## src/rtl/flc_pkg.sv

```systemverilog
// shared constants and control types for the full linear convolution block
package flc_pkg;

  // default sizes
  localparam int unsigned MAX_TAPS     = 32;
  localparam int unsigned SAMPLE_WIDTH = 16;
  localparam int unsigned COEF_WIDTH   = 16;

  // fixed field widths
  localparam int unsigned CONV_WIDTH       = 37;
  localparam int unsigned TAP_COUNT_WIDTH  = 6;
  localparam int unsigned COEF_INDEX_WIDTH = 5;

  localparam logic [TAP_COUNT_WIDTH-1:0] TAP_COUNT_RESET = 6'd29;

  // action codes of a request
  localparam logic ACT_LOAD   = 1'b0;
  localparam logic ACT_SAMPLE = 1'b1;

  // commands from controller to datapath
  typedef struct packed {
    logic tap_we;      // write one coefficient from the input request
    logic line_we;     // push a sample into the delay line, start a new sum
    logic line_zero;   // pushed sample is zero (tail flush)
    logic rd_en;       // read one tap and one delay entry into the mac
    logic out_load;    // move the finished sum into the output register
    logic out_last;    // mark the loaded output as the final one of a block
    logic line_clear;  // empty the delay line
  } flc_cmd_t;

  // status from datapath to controller
  typedef struct packed {
    logic mac_busy;    // products still in flight
    logic out_free;    // output register can take a new value
  } flc_stat_t;

endpackage

```

## src/rtl/flc_in_if.sv

```systemverilog
// input request channel: coefficient loads and signal samples
interface flc_in_if #(
  parameter int unsigned SAMPLE_WIDTH = flc_pkg::SAMPLE_WIDTH,
  parameter int unsigned COEF_WIDTH   = flc_pkg::COEF_WIDTH
);
  logic                                  valid;
  logic                                  ready;
  logic                                  action;
  logic [flc_pkg::COEF_INDEX_WIDTH-1:0]  coef_index;
  logic signed [COEF_WIDTH-1:0]          coef_value;
  logic signed [SAMPLE_WIDTH-1:0]        sample;
  logic                                  last_sample;

  modport source (
    output valid, action, coef_index, coef_value, sample, last_sample,
    input  ready
  );

  modport sink (
    input  valid, action, coef_index, coef_value, sample, last_sample,
    output ready
  );
endinterface

```

## src/rtl/flc_out_if.sv

```systemverilog
// output request channel: convolution values with block end mark
interface flc_out_if;
  logic                                  valid;
  logic                                  ready;
  logic signed [flc_pkg::CONV_WIDTH-1:0] conv_value;
  logic                                  last_output;

  modport source (
    output valid, conv_value, last_output,
    input  ready
  );

  modport sink (
    input  valid, conv_value, last_output,
    output ready
  );
endinterface

```

## src/rtl/full_linear_convolution_core.sv

```systemverilog
// top level of the full linear convolution block
//
// Direct-form FIR used as a full linear convolution. Requests on in_i either
// load one coefficient (action 0, written at coef_index) or present one
// sample (action 1). Each sample gives one sum of products over the taps in
// use on out_o; a sample with last_sample set also flushes taps-1 tail
// outputs, the final one carrying last_output, and then empties the delay
// line. The user must write the tap count through cfg_we_i/cfg_data_i only
// while the block is idle; the block itself does not enforce this.
// Steps: a coefficient load is written into the tap store as it is
// accepted. A sample is pushed into the delay line as it is accepted (a
// tail output pushes a zero first), then each tap goes through the single
// multiply-accumulate unit (one tap store read and one delay line read per
// cycle) and the read, multiply and accumulate pipeline before the output
// register is loaded. A new request is taken as soon as the last output of
// the previous one sits in the output register, even while the receiver
// stalls; a stalled output holds back the next output load of any request.
// Reset clears the tap store and delay line (through valid bits, so no
// clearing pass), sets the tap count to 29 and empties the output register.
module full_linear_convolution_core #(
  parameter int unsigned MAX_TAPS     = flc_pkg::MAX_TAPS,
  parameter int unsigned SAMPLE_WIDTH = flc_pkg::SAMPLE_WIDTH,
  parameter int unsigned COEF_WIDTH   = flc_pkg::COEF_WIDTH
) (
  input  logic                                clk_i,
  input  logic                                rst_ni,
  input  logic                                cfg_we_i,
  input  logic [flc_pkg::TAP_COUNT_WIDTH-1:0] cfg_data_i,
  flc_in_if.sink                              in_i,
  flc_out_if.source                           out_o
);

  flc_pkg::flc_cmd_t  cmd;
  flc_pkg::flc_stat_t stat;

  logic                                   in_ready;
  logic                                   out_valid;
  logic signed [flc_pkg::CONV_WIDTH-1:0]  conv_value;
  logic                                   last_output;

  // sequencer
  flc_ctrl #(
    .MAX_TAPS (MAX_TAPS)
  ) u_ctrl (
    .clk_i       (clk_i),
    .rst_ni      (rst_ni),
    .cfg_we_i    (cfg_we_i),
    .cfg_data_i  (cfg_data_i),
    .in_valid_i  (in_i.valid),
    .in_action_i (in_i.action),
    .in_last_i   (in_i.last_sample),
    .in_ready_o  (in_ready),
    .stat_i      (stat),
    .cmd_o       (cmd)
  );

  // storage and arithmetic
  flc_dpath #(
    .MAX_TAPS     (MAX_TAPS),
    .SAMPLE_WIDTH (SAMPLE_WIDTH),
    .COEF_WIDTH   (COEF_WIDTH)
  ) u_dpath (
    .clk_i         (clk_i),
    .rst_ni        (rst_ni),
    .cmd_i         (cmd),
    .stat_o        (stat),
    .coef_index_i  (in_i.coef_index),
    .coef_value_i  (in_i.coef_value),
    .sample_i      (in_i.sample),
    .out_ready_i   (out_o.ready),
    .out_valid_o   (out_valid),
    .conv_value_o  (conv_value),
    .last_output_o (last_output)
  );

  assign in_i.ready        = in_ready;
  assign out_o.valid       = out_valid;
  assign out_o.conv_value  = conv_value;
  assign out_o.last_output = last_output;

endmodule

```

## src/rtl/flc_ram.sv

```systemverilog
// generic single write port ram with registered read
module flc_ram #(
  parameter int unsigned WIDTH = 16,
  parameter int unsigned DEPTH = 32,
  localparam int unsigned AW   = (DEPTH > 1) ? $clog2(DEPTH) : 1
) (
  input  logic             clk_i,
  input  logic             we_i,
  input  logic [AW-1:0]    waddr_i,
  input  logic [WIDTH-1:0] wdata_i,
  input  logic             re_i,
  input  logic [AW-1:0]    raddr_i,
  output logic [WIDTH-1:0] rdata_o
);

  logic [WIDTH-1:0] mem_q [DEPTH];
  logic [WIDTH-1:0] rdata_q;

  // write port
  always_ff @(posedge clk_i) begin
    if (we_i) begin
      mem_q[waddr_i] <= wdata_i;
    end
  end

  // registered read port
  always_ff @(posedge clk_i) begin
    if (re_i) begin
      rdata_q <= mem_q[raddr_i];
    end
  end

  assign rdata_o = rdata_q;

endmodule

```

## src/rtl/flc_ctrl.sv

```systemverilog
// sequencer: request handshake, tap count register, per-output mac schedule
module flc_ctrl #(
  parameter int unsigned MAX_TAPS = flc_pkg::MAX_TAPS,
  localparam int unsigned CNT_W   = $clog2(MAX_TAPS + 1)
) (
  input  logic                                 clk_i,
  input  logic                                 rst_ni,
  input  logic                                 cfg_we_i,
  input  logic [flc_pkg::TAP_COUNT_WIDTH-1:0]  cfg_data_i,
  input  logic                                 in_valid_i,
  input  logic                                 in_action_i,
  input  logic                                 in_last_i,
  output logic                                 in_ready_o,
  input  flc_pkg::flc_stat_t                   stat_i,
  output flc_pkg::flc_cmd_t                    cmd_o
);

  typedef enum logic [1:0] {
    S_IDLE,
    S_WRITE,
    S_MAC,
    S_DRAIN
  } state_e;

  state_e                                state_q;
  logic [flc_pkg::TAP_COUNT_WIDTH-1:0]   tap_count_q;
  logic [CNT_W-1:0]                      k_q;
  logic [CNT_W-1:0]                      tail_q;
  logic                                  last_blk_q;

  logic [CNT_W-1:0] taps_use;
  logic             accept;
  logic             out_go;
  logic             out_final;

  // taps in use: zero acts as one, large values saturate
  always_comb begin
    if (tap_count_q == '0) begin
      taps_use = CNT_W'(1);
    end else if (32'(tap_count_q) > MAX_TAPS) begin
      taps_use = CNT_W'(MAX_TAPS);
    end else begin
      taps_use = CNT_W'(tap_count_q);
    end
  end

  assign in_ready_o = (state_q == S_IDLE);
  assign accept     = in_valid_i && in_ready_o;
  assign out_go     = (state_q == S_DRAIN) && !stat_i.mac_busy && stat_i.out_free;
  assign out_final  = !last_blk_q || (tail_q == '0);

  // commands decoded from state
  always_comb begin
    cmd_o            = '0;
    cmd_o.tap_we     = accept && (in_action_i == flc_pkg::ACT_LOAD);
    cmd_o.line_we    = (accept && (in_action_i == flc_pkg::ACT_SAMPLE))
                       || (state_q == S_WRITE);
    cmd_o.line_zero  = (state_q == S_WRITE);
    cmd_o.rd_en      = (state_q == S_MAC);
    cmd_o.out_load   = out_go;
    cmd_o.out_last   = last_blk_q && (tail_q == '0);
    cmd_o.line_clear = out_go && last_blk_q && (tail_q == '0);
  end

  // state and counters
  always_ff @(posedge clk_i or negedge rst_ni) begin
    if (!rst_ni) begin
      state_q     <= S_IDLE;
      tap_count_q <= flc_pkg::TAP_COUNT_RESET;
      k_q         <= '0;
      tail_q      <= '0;
      last_blk_q  <= 1'b0;
    end else begin
      if (cfg_we_i) begin
        tap_count_q <= cfg_data_i;
      end
      unique case (state_q)
        S_IDLE: begin
          if (accept && (in_action_i == flc_pkg::ACT_SAMPLE)) begin
            last_blk_q <= in_last_i;
            tail_q     <= taps_use - CNT_W'(1);
            k_q        <= '0;
            state_q    <= S_MAC;
          end
        end
        S_WRITE: begin
          k_q     <= '0;
          state_q <= S_MAC;
        end
        S_MAC: begin
          if (k_q == taps_use - CNT_W'(1)) begin
            state_q <= S_DRAIN;
          end else begin
            k_q <= k_q + CNT_W'(1);
          end
        end
        S_DRAIN: begin
          if (out_go) begin
            if (out_final) begin
              state_q <= S_IDLE;
            end else begin
              tail_q  <= tail_q - CNT_W'(1);
              state_q <= S_WRITE;
            end
          end
        end
        default: state_q <= S_IDLE;
      endcase
    end
  end

endmodule

```

## src/rtl/flc_dpath.sv

```systemverilog
// datapath: tap store, circular delay line, serial mac and output register
module flc_dpath #(
  parameter int unsigned MAX_TAPS     = flc_pkg::MAX_TAPS,
  parameter int unsigned SAMPLE_WIDTH = flc_pkg::SAMPLE_WIDTH,
  parameter int unsigned COEF_WIDTH   = flc_pkg::COEF_WIDTH,
  localparam int unsigned AW          = $clog2(MAX_TAPS),
  localparam int unsigned PROD_W      = SAMPLE_WIDTH + COEF_WIDTH
) (
  input  logic                                  clk_i,
  input  logic                                  rst_ni,
  input  flc_pkg::flc_cmd_t                     cmd_i,
  output flc_pkg::flc_stat_t                    stat_o,
  input  logic [flc_pkg::COEF_INDEX_WIDTH-1:0]  coef_index_i,
  input  logic signed [COEF_WIDTH-1:0]          coef_value_i,
  input  logic signed [SAMPLE_WIDTH-1:0]        sample_i,
  input  logic                                  out_ready_i,
  output logic                                  out_valid_o,
  output logic signed [flc_pkg::CONV_WIDTH-1:0] conv_value_o,
  output logic                                  last_output_o
);

  logic [MAX_TAPS-1:0]              tap_vld_q;
  logic [MAX_TAPS-1:0]              line_vld_q;
  logic [AW-1:0]                    wp_q;
  logic [AW-1:0]                    wp_inc;
  logic [AW-1:0]                    rptr_q;
  logic [AW-1:0]                    tk_q;
  logic                             tv_q;
  logic                             lv_q;
  logic                             rd_vld_q;
  logic                             prod_vld_q;
  logic signed [PROD_W-1:0]         prod_q;
  logic signed [flc_pkg::CONV_WIDTH-1:0] acc_q;
  logic signed [flc_pkg::CONV_WIDTH-1:0] out_value_q;
  logic                             out_last_q;
  logic                             out_vld_q;

  logic                             idx_ok;
  logic                             tap_we;
  logic [AW-1:0]                    tap_waddr;
  logic [COEF_WIDTH-1:0]            tap_rdata;
  logic [SAMPLE_WIDTH-1:0]          line_wdata;
  logic [SAMPLE_WIDTH-1:0]          line_rdata;
  logic signed [COEF_WIDTH-1:0]     mul_a;
  logic signed [SAMPLE_WIDTH-1:0]   mul_b;

  // coefficient writes beyond the store are dropped
  assign idx_ok    = 32'(coef_index_i) < MAX_TAPS;
  assign tap_we    = cmd_i.tap_we && idx_ok;
  assign tap_waddr = AW'(coef_index_i);

  assign wp_inc     = (wp_q == AW'(MAX_TAPS - 1)) ? '0 : wp_q + AW'(1);
  assign line_wdata = cmd_i.line_zero ? '0 : sample_i;

  flc_ram #(
    .WIDTH (COEF_WIDTH),
    .DEPTH (MAX_TAPS)
  ) u_tap_ram (
    .clk_i   (clk_i),
    .we_i    (tap_we),
    .waddr_i (tap_waddr),
    .wdata_i (coef_value_i),
    .re_i    (cmd_i.rd_en),
    .raddr_i (tk_q),
    .rdata_o (tap_rdata)
  );

  flc_ram #(
    .WIDTH (SAMPLE_WIDTH),
    .DEPTH (MAX_TAPS)
  ) u_line_ram (
    .clk_i   (clk_i),
    .we_i    (cmd_i.line_we),
    .waddr_i (wp_inc),
    .wdata_i (line_wdata),
    .re_i    (cmd_i.rd_en),
    .raddr_i (rptr_q),
    .rdata_o (line_rdata)
  );

  // entries never written read as zero
  assign mul_a = tv_q ? signed'(tap_rdata) : '0;
  assign mul_b = lv_q ? signed'(line_rdata) : '0;

  // valid bits, pointers and read pipeline
  always_ff @(posedge clk_i or negedge rst_ni) begin
    if (!rst_ni) begin
      tap_vld_q  <= '0;
      line_vld_q <= '0;
      wp_q       <= '0;
      rptr_q     <= '0;
      tk_q       <= '0;
      tv_q       <= 1'b0;
      lv_q       <= 1'b0;
      rd_vld_q   <= 1'b0;
      prod_vld_q <= 1'b0;
    end else begin
      if (tap_we) begin
        tap_vld_q[tap_waddr] <= 1'b1;
      end
      if (cmd_i.line_clear) begin
        line_vld_q <= '0;
      end else if (cmd_i.line_we) begin
        line_vld_q[wp_inc] <= 1'b1;
      end
      if (cmd_i.line_we) begin
        wp_q   <= wp_inc;
        rptr_q <= wp_inc;
        tk_q   <= '0;
      end else if (cmd_i.rd_en) begin
        rptr_q <= (rptr_q == '0) ? AW'(MAX_TAPS - 1) : rptr_q - AW'(1);
        tk_q   <= tk_q + AW'(1);
      end
      if (cmd_i.rd_en) begin
        tv_q <= tap_vld_q[tk_q];
        lv_q <= line_vld_q[rptr_q];
      end
      rd_vld_q   <= cmd_i.rd_en;
      prod_vld_q <= rd_vld_q;
    end
  end

  // multiply stage
  always_ff @(posedge clk_i) begin
    if (rd_vld_q) begin
      prod_q <= mul_a * mul_b;
    end
  end

  // accumulate stage, wraps at the output width
  always_ff @(posedge clk_i) begin
    if (cmd_i.line_we) begin
      acc_q <= '0;
    end else if (prod_vld_q) begin
      acc_q <= acc_q + flc_pkg::CONV_WIDTH'(prod_q);
    end
  end

  // output register
  always_ff @(posedge clk_i or negedge rst_ni) begin
    if (!rst_ni) begin
      out_vld_q <= 1'b0;
    end else if (cmd_i.out_load) begin
      out_vld_q <= 1'b1;
    end else if (out_ready_i) begin
      out_vld_q <= 1'b0;
    end
  end

  always_ff @(posedge clk_i) begin
    if (cmd_i.out_load) begin
      out_value_q <= acc_q;
      out_last_q  <= cmd_i.out_last;
    end
  end

  assign stat_o.mac_busy = rd_vld_q || prod_vld_q;
  assign stat_o.out_free = !out_vld_q || out_ready_i;

  assign out_valid_o   = out_vld_q;
  assign conv_value_o  = out_value_q;
  assign last_output_o = out_last_q;

endmodule

```

## src/flat_wrapper.sv

```systemverilog
// flat-port wrapper written by rule: the top's interface ports become plain ports
module full_linear_convolution_core_flat 
#(
  parameter int unsigned MAX_TAPS     = flc_pkg::MAX_TAPS,
  parameter int unsigned SAMPLE_WIDTH = flc_pkg::SAMPLE_WIDTH,
  parameter int unsigned COEF_WIDTH   = flc_pkg::COEF_WIDTH
)
  (clk_i, rst_ni, cfg_we_i, cfg_data_i, in_i_valid, in_i_action, in_i_coef_index, in_i_coef_value, in_i_sample, in_i_last_sample, in_i_ready, out_o_valid, out_o_conv_value, out_o_last_output, out_o_ready);
  flc_in_if #(.SAMPLE_WIDTH(SAMPLE_WIDTH), .COEF_WIDTH(COEF_WIDTH)) in_i_i ();
  flc_out_if out_o_i ();
  input  logic clk_i;
  input  logic rst_ni;
  input  logic cfg_we_i;
  input  logic [flc_pkg::TAP_COUNT_WIDTH-1:0] cfg_data_i;
  input wire logic [$bits(in_i_i.valid)-1:0] in_i_valid;
  input wire logic [$bits(in_i_i.action)-1:0] in_i_action;
  input wire logic [$bits(in_i_i.coef_index)-1:0] in_i_coef_index;
  input wire logic [$bits(in_i_i.coef_value)-1:0] in_i_coef_value;
  input wire logic [$bits(in_i_i.sample)-1:0] in_i_sample;
  input wire logic [$bits(in_i_i.last_sample)-1:0] in_i_last_sample;
  output wire logic [$bits(in_i_i.ready)-1:0] in_i_ready;
  output wire logic [$bits(out_o_i.valid)-1:0] out_o_valid;
  output wire logic [$bits(out_o_i.conv_value)-1:0] out_o_conv_value;
  output wire logic [$bits(out_o_i.last_output)-1:0] out_o_last_output;
  input wire logic [$bits(out_o_i.ready)-1:0] out_o_ready;
  assign in_i_i.valid = in_i_valid;
  assign in_i_i.action = in_i_action;
  assign in_i_i.coef_index = in_i_coef_index;
  assign in_i_i.coef_value = in_i_coef_value;
  assign in_i_i.sample = in_i_sample;
  assign in_i_i.last_sample = in_i_last_sample;
  assign in_i_ready = in_i_i.ready;
  assign out_o_valid = out_o_i.valid;
  assign out_o_conv_value = out_o_i.conv_value;
  assign out_o_last_output = out_o_i.last_output;
  assign out_o_i.ready = out_o_ready;
  full_linear_convolution_core #(.MAX_TAPS(MAX_TAPS), .SAMPLE_WIDTH(SAMPLE_WIDTH), .COEF_WIDTH(COEF_WIDTH)) u_core (.clk_i(clk_i), .rst_ni(rst_ni), .cfg_we_i(cfg_we_i), .cfg_data_i(cfg_data_i), .in_i(in_i_i), .out_o(out_o_i));
endmodule
```

## config.mk

```make
export PLATFORM = sky130hd
export DESIGN_NAME = full_linear_convolution_core_flat
export DESIGN_NICKNAME = d
export VERILOG_FILES = /design/src/rtl/flc_pkg.sv /design/src/rtl/flc_in_if.sv /design/src/rtl/flc_out_if.sv /design/src/rtl/full_linear_convolution_core.sv /design/src/rtl/flc_ram.sv /design/src/rtl/flc_ctrl.sv /design/src/rtl/flc_dpath.sv /design/src/flat_wrapper.sv
export SDC_FILE = /design/constraint.sdc
export NUM_CORES = 2
export LEC_CHECK = 0
export BUFFER_PORTS_ARGS = -buffer_cell sky130_fd_sc_hd__buf_2
export CORE_MARGIN = 4
export CORE_UTILIZATION = 45
export CTS_BUF_LIST = sky130_fd_sc_hd__clkbuf_4 sky130_fd_sc_hd__clkbuf_8
export CTS_CLUSTER_DIAMETER = 150
export CTS_CLUSTER_SIZE = 20
export DETAILED_ROUTE_END_ITERATION = 6
export GPL_TIMING_DRIVEN = 1
export SLEW_MARGIN = 20
export SYNTH_ARGS = -nofsm -noshare
export SYNTH_HDL_FRONTEND = slang
export SYNTH_SLANG_ARGS = --single-unit
```

## constraint.sdc

```tcl
create_clock -name clk_i -period 7.3 [get_ports clk_i]
set_clock_uncertainty 0.15 [all_clocks]
set_input_delay 0.73 -clock clk_i [delete_from_list [all_inputs] [get_ports clk_i]]
set_output_delay 0.73 -clock clk_i [all_outputs]
set_load 0.05 [all_outputs]
```

# After elaboration in Yosys (flattened, before gate mapping)
# Memories as Yosys holds them, arrays and structs flattened. A register that Yosys moved wholly into a read port is not among the register bits.
# Index checks and enable logic that the tools add are counted.
# totals
register_bits	212
memories	2
ram_bits	1024
in_bits	50
output_inout_bits	40
# classes
magnitude_cmp	7
n_mux	39
n_addsub	7
reduce_logical	30
n_bitwise	3
mul	1
eq_ne	10
# mem_list
name	depth	word_bits	read_ports	rd_clocked_by_memory_dff	wr	line	rtl
u_core.u_dpath.u_line_ram.mem_q	32	16	1	1	1	flc_ram.sv:16	logic [WIDTH-1:0] mem_q [DEPTH];
u_core.u_dpath.u_tap_ram.mem_q	32	16	1	1	1	flc_ram.sv:16	
# ops
cell	n
32-bit two-way mux	2
32-bit bitwise OR	2
16-bit two-way mux	3
6-bit two-way mux	7
37-bit by 32-bit adder with 37-bit output	1
16-bit by 16-bit multiplier with 32-bit output	1
5-bit two-way mux	6
5-bit by 6-bit < comparator with 1-bit output (second input constant)	4
6-bit one-hot mux with 3 select lines	1
6-bit zero test	2
6-bit one-hot mux with 2 select lines	1
6-bit by 1-bit subtractor with 6-bit output (second input constant)	2
1-bit two-way mux	11
5-bit by 1-bit adder with 5-bit output (second input constant)	2
1-bit binary-select mux with 5-bit select	2
1-bit demux with 5-bit select	2
5-bit by 1-bit greater-or-equal comparator with 1-bit output (second input constant)	2
1-bit logical AND	10
2-bit one-hot mux with 4 select lines	1
2-bit nonzero test	4
6-bit by 1-bit adder with 6-bit output (second input constant)	1
6-bit == test	1
6-bit > comparator (second input constant)	1
2-bit two-way mux	3
other kinds (15)	25

# Depth between registers and ports, before layout
# depth
ltp_word	9
ltp_mapped	26
ltp_nobuf	24

# Cells and area by module
# From an unflattened synthesis, not the netlist that was laid out.
# unflattened
cells_unflattened	4386
hier_area_um2	61650.4
# modules_own_cells
module	instances	seq_area_each_um2	area_each_um2	cells_per_inst
flc_ram	2	15855.2	20696.1	1143
flc_dpath	1	4944.7	18901.9	1953
flc_ctrl	1	530.5	1356.3	147

# Worst setup path after synthesis
# OpenSTA, ideal clock, no wires.
# synth_timing
path_kind	reg-to-reg
startpoint	register u_core.u_dpath.tv_q
endpoint	register u_core.u_dpath.prod_q[19] (data pin)
stages_incl_launch_ff	25
synth_period_minus_slack_ps	6501
n_path_buf	2
t_arrival_ps	6091
slack_ps	799
cell_sequence	dfrtp_1 > clkbuf_1 > buf_1 > nand2_1 > nor2_1 > fa_1 > fa_1 > ha_1 > inv_1 > fa_1 > inv_1 > fa_1 > inv_1 > fa_1 > inv_1 > ha_1 > a21o_1 > a221o_1 > a211oi_2 > inv_1 > a21oi_1 > nor2b_1 > o21a_1 > o41a_1 > xor2_1
# synth_via
elab_chain_len	2
# synth_lines
item	line	rtl
start: declaration	flc_dpath.sv:28	logic tv_q;
start signal: assignment	flc_dpath.sv:115	tv_q <= tap_vld_q[tk_q];
16-bit two-way mux	flc_dpath.sv:82	assign mul_a = tv_q ? signed'(tap_rdata) : '0;
16-bit by 16-bit multiplier with 32-bit output	flc_dpath.sv:126	prod_q <= mul_a * mul_b;
end signal: assignment	flc_dpath.sv:126	
end: declaration	flc_dpath.sv:32	logic signed [PROD_W-1:0] prod_q;
# Every way passes these cells.
# A chain may end at the register's enable or synchronous reset.

# Worst setup path in the final report
# layout_timing
startpoint	register u_core.u_dpath.tv_q
endpoint	register u_core.u_dpath.prod_q[31] (data pin)
# Same word-level chain as after synthesis.

==> impl_metrics.toml <==
[timing]
fmax_mhz = 145
rsz0062_at_grt = "false"
post-route-min-period_ns = 6.90
worstMarginPinSlew_ns = 1.11
max-slew-margin-rel = 0.258
finalSetupTns_ns = 0
fin_crit_sh = 0.945
maxSlewViolCount = 0
setup_violations = 0
fin_hold_ws_ns = 0.139
finalHoldViolCount = 0

[power]
leakage_nw = 23.5
peakVddDrop_mv = 0.310
power.total_mw = 19.5
power_density_nw_per_um2 = 302

[die]
die_area_sq_um = 139000
initial_core_util = 0.454
fp.dieH_um = 372
io_pins = 90
coreArea_sq_um = 132000
num_rows = 133
die_width_um = 372

[cells_and_area]
mostFrequentLayoutCells = "edfxtp_1, mux4_2, inv_1"
fin_nets = 4209
fin_area_sq_um = 64400
drive_gt1_frac = 0.215
num-fill-cells = 11000
final_common_cell = "edfxtp_1"
syn2layout_area_growth_pct = 7.76

[clock_tree]
cts_buffers = 74
ctsRootBufferMaster = "clkbuf_8"
worstSkewPairLatency_ns = 0.82
postCtsSetupBuffers = 0
htree_levels = 3
clkSinkCount = 1268
clk_pin_slew_worst_paths_ns = 0.12
cts_tree = "built"
clockBufferDepth = 3

[synth]
synth_area_per_cell_sq_um = 16.4
ys_warn_count = 0
synth_top_area_share = 0.566
syn_area_sq_um = 59800
synthArstFlopShare = 0.0828
synth_seq_area_share = 0.622
synth-seq-cells = 1268
synth_cells = 3651
yosys.cell_types.count = 65
syn-num-nets = 4090
synth_edf_count = 1126
synthTopCellsByArea = "edfxtp_1, mux4_2, fa_1, dfrtp_1, ha_1"
yosys.area.top_type = "edfxtp_1"
synth-main-ff-cell = "edfxtp_1"

[placed_design]
post_dp_cell_area_sq_um = 62800
hpwlAfterDp_um = 88800
place_congestion = 0.905
portBuffers = 89

[global_route]
grt_pass1_vias = 31700
grt_pass1_wl_um = 208000
track_usage = 0.204
grt_antenna_before_repair = 10
grt_max_degree = 140
gr-total-overflow = 0

[setup_path]
r2r_start = "u_core.u_dpath.tv_q"
cpMaxStageDelayCell = "fa_1"
critPathKind = "register to register"
cpMostUsedCell = "fa_1"
ff2ff_path_depth = 24
r2r_setup_slack_ns = 0.40
startpoint_type = "register"
crit_path_end_kind = "register"
critical-path-max-stage-delay_ns = 0.63
crit_path_cell_trace = "buf_4, and2_1, nand2_1, fa_1, inv_1, fa_1, fa_1, fa_1, fa_1, inv_1, fa_1, inv_1, ha_1, a21o_1, a21oi_1, o21ai_0, a21oi_1, o31ai_1, buf_4, a21boi_2, o211a_1, o21bai_1, a21oi_1, xnor2_1"
path_max_fanout = 35
worstPathRequired_ns = 7.71
r2r_end = "u_core.u_dpath.prod_q[31]"
worstPathArrival_ns = 7.31

[min_path]
hp-class = "input port to register"
hold_depth = 2
hold_path_end = "u_core.u_ctrl.tap_count_q[4]"
min_from = "cfg_we_i"

[drt]
antenna_left = 0
drt_iter0_drc = 2849
num_vias = 31000
wl_per_cell_um = 24.9
dr.pass1.iters = 7
wl_um = 139000
viasPerCell = 5.55
drc = 0

[job]
maxCapViolations = 0

[outcome]
status = "finished, final reports clean"
[final cells by class]
class | instances | area, sq um | share of cell area
diodes | 5 | 12.5 | 0.000194
repair buffers | 201 | 1360 | 0.0211
clock buffers | 119 | 1380 | 0.0214
multi-input cells | 1908 | 21000 | 0.326
inverters | 317 | 1190 | 0.0185
well taps | 1755 | 2200 | 0.0341
clock inverters | 7 | 73.8 | 0.00115
flip-flops and latches | 1268 | 37200 | 0.578
[logic make-up (layout without fill, tap and decap cells)]
group | Yosys count | in the layout | synth area share
AOI/OAI and AO/OA | 235 | 235 | 0.0255
xor gates and xnor gates | 80 | 80 | 0.0117
adders and majority gates | 389 | 389 | 0.114
buffers and inverters | 475 | 644 | 0.0300
DFF | 1268 | 1268 | 0.622
muxes | 389 | 389 | 0.137
other | 0 | 5 | 0
and+or+nand+nor | 815 | 815 | 0.0593
[repair_timing]
action / CTS / global route
hold endpoints to repair: 70 / 0
gates resized for setup: 0 / 1
endpoints found under the setup margin: 0 / 2
hold buffers: 9 / 0
[synthesized netlist by cell type (all sizes together) (10+ instances only)]
library cell,n
fa,263
o21ai,47
nand2b,19
nand2,243
a21o,38
nor2,358
inv,316
xor2,33
a211oi,14
nor3,15
clkbuf,127
mux2i,25
ha,126
dfrtp,101
dfxtp,37
nor2b,11
a31oi,12
o21a,10
xnor2,47
or2,38
mux4,340
buf,31
nand3,41
mux2,24
edfxtp,1126
and2,47
a21oi,68
and3,13
nand4,12
o21bai,10
[through the flow]
stage               cells  worst slack, ns   util
global route         5577           0.0147  0.489
floorplan            3651            0.799      -
global placement     5440            0.442  0.477
detailed placement   5440            0.401  0.477
finish               5580            0.401  0.489
CTS                  5575            0.375  0.489
[sequential cells by signal, indices dropped and copies added, names as in the netlist, 2 cells and up]
name / cells
u_core.u_dpath.u_line_ram.mem_q: 512
u_core.u_dpath.u_tap_ram.mem_q: 512
u_core.u_dpath.acc_q: 37
u_core.u_dpath.conv_value_o: 37
u_core.u_dpath.line_vld_q: 32
u_core.u_dpath.prod_q: 32
u_core.u_dpath.tap_vld_q: 32
u_core.u_dpath.u_line_ram.rdata_o: 16
u_core.u_dpath.u_tap_ram.rdata_o: 16
u_core.u_ctrl.k_q: 6
u_core.u_ctrl.tail_q: 6
u_core.u_ctrl.tap_count_q: 6
u_core.u_dpath.rptr_q: 5
u_core.u_dpath.tk_q: 5
u_core.u_dpath.wp_q: 5
u_core.u_ctrl.state_q: 2
[per-layer routing]
layer | GRT usage | vias up | part of all wire
li1 | - | 13600 | -
met1 | 0.295 | 16300 | 0.44
met2 | 0.328 | 884 | 0.48
met3 | 0.0291 | 157 | 0.059
met4 | 0.0533 | 6 | 0.024
met5 | 0 | - | 0.00030
[critical path: cells and delay by family (launching register included)]
family / cells / cell delay (ns)
buffers and inverters: 5 / 0.60
AO/OA/AOI/OAI: 9 / 1.33
AND/OR/NAND/NOR: 2 / 0.67
flip-flops: 1 / 0.34
adder cells (fa/ha/maj): 7 / 3.46
XOR/XNOR: 1 / 0.08
[report_power, final]
part | switching (mW) | internal, mW | total (mW)
clock | 2.19 | 1.22 | 3.41
sequential | 0.507 | 8.52 | 9.03
combinational | 3.81 | 3.21 | 7.02
[how the worst max path moves through the flow]
stage,startpoint,end,slack (ns)
final,u_core.u_dpath.tv_q,u_core.u_dpath.prod_q[31],0.40
after floorplan,u_core.u_dpath.tv_q,u_core.u_dpath.prod_q[19],0.80
after global placement,u_core.u_dpath.tv_q,u_core.u_dpath.prod_q[31],0.44
after CTS,u_core.u_dpath.tv_q,u_core.u_dpath.prod_q[30],0.37
after global routing,u_core.u_dpath.tv_q,u_core.u_dpath.prod_q[31],0.01
after detailed placement,u_core.u_dpath.tv_q,u_core.u_dpath.prod_q[30],0.40
No activity file was read; power rests on OpenSTA's default activity.
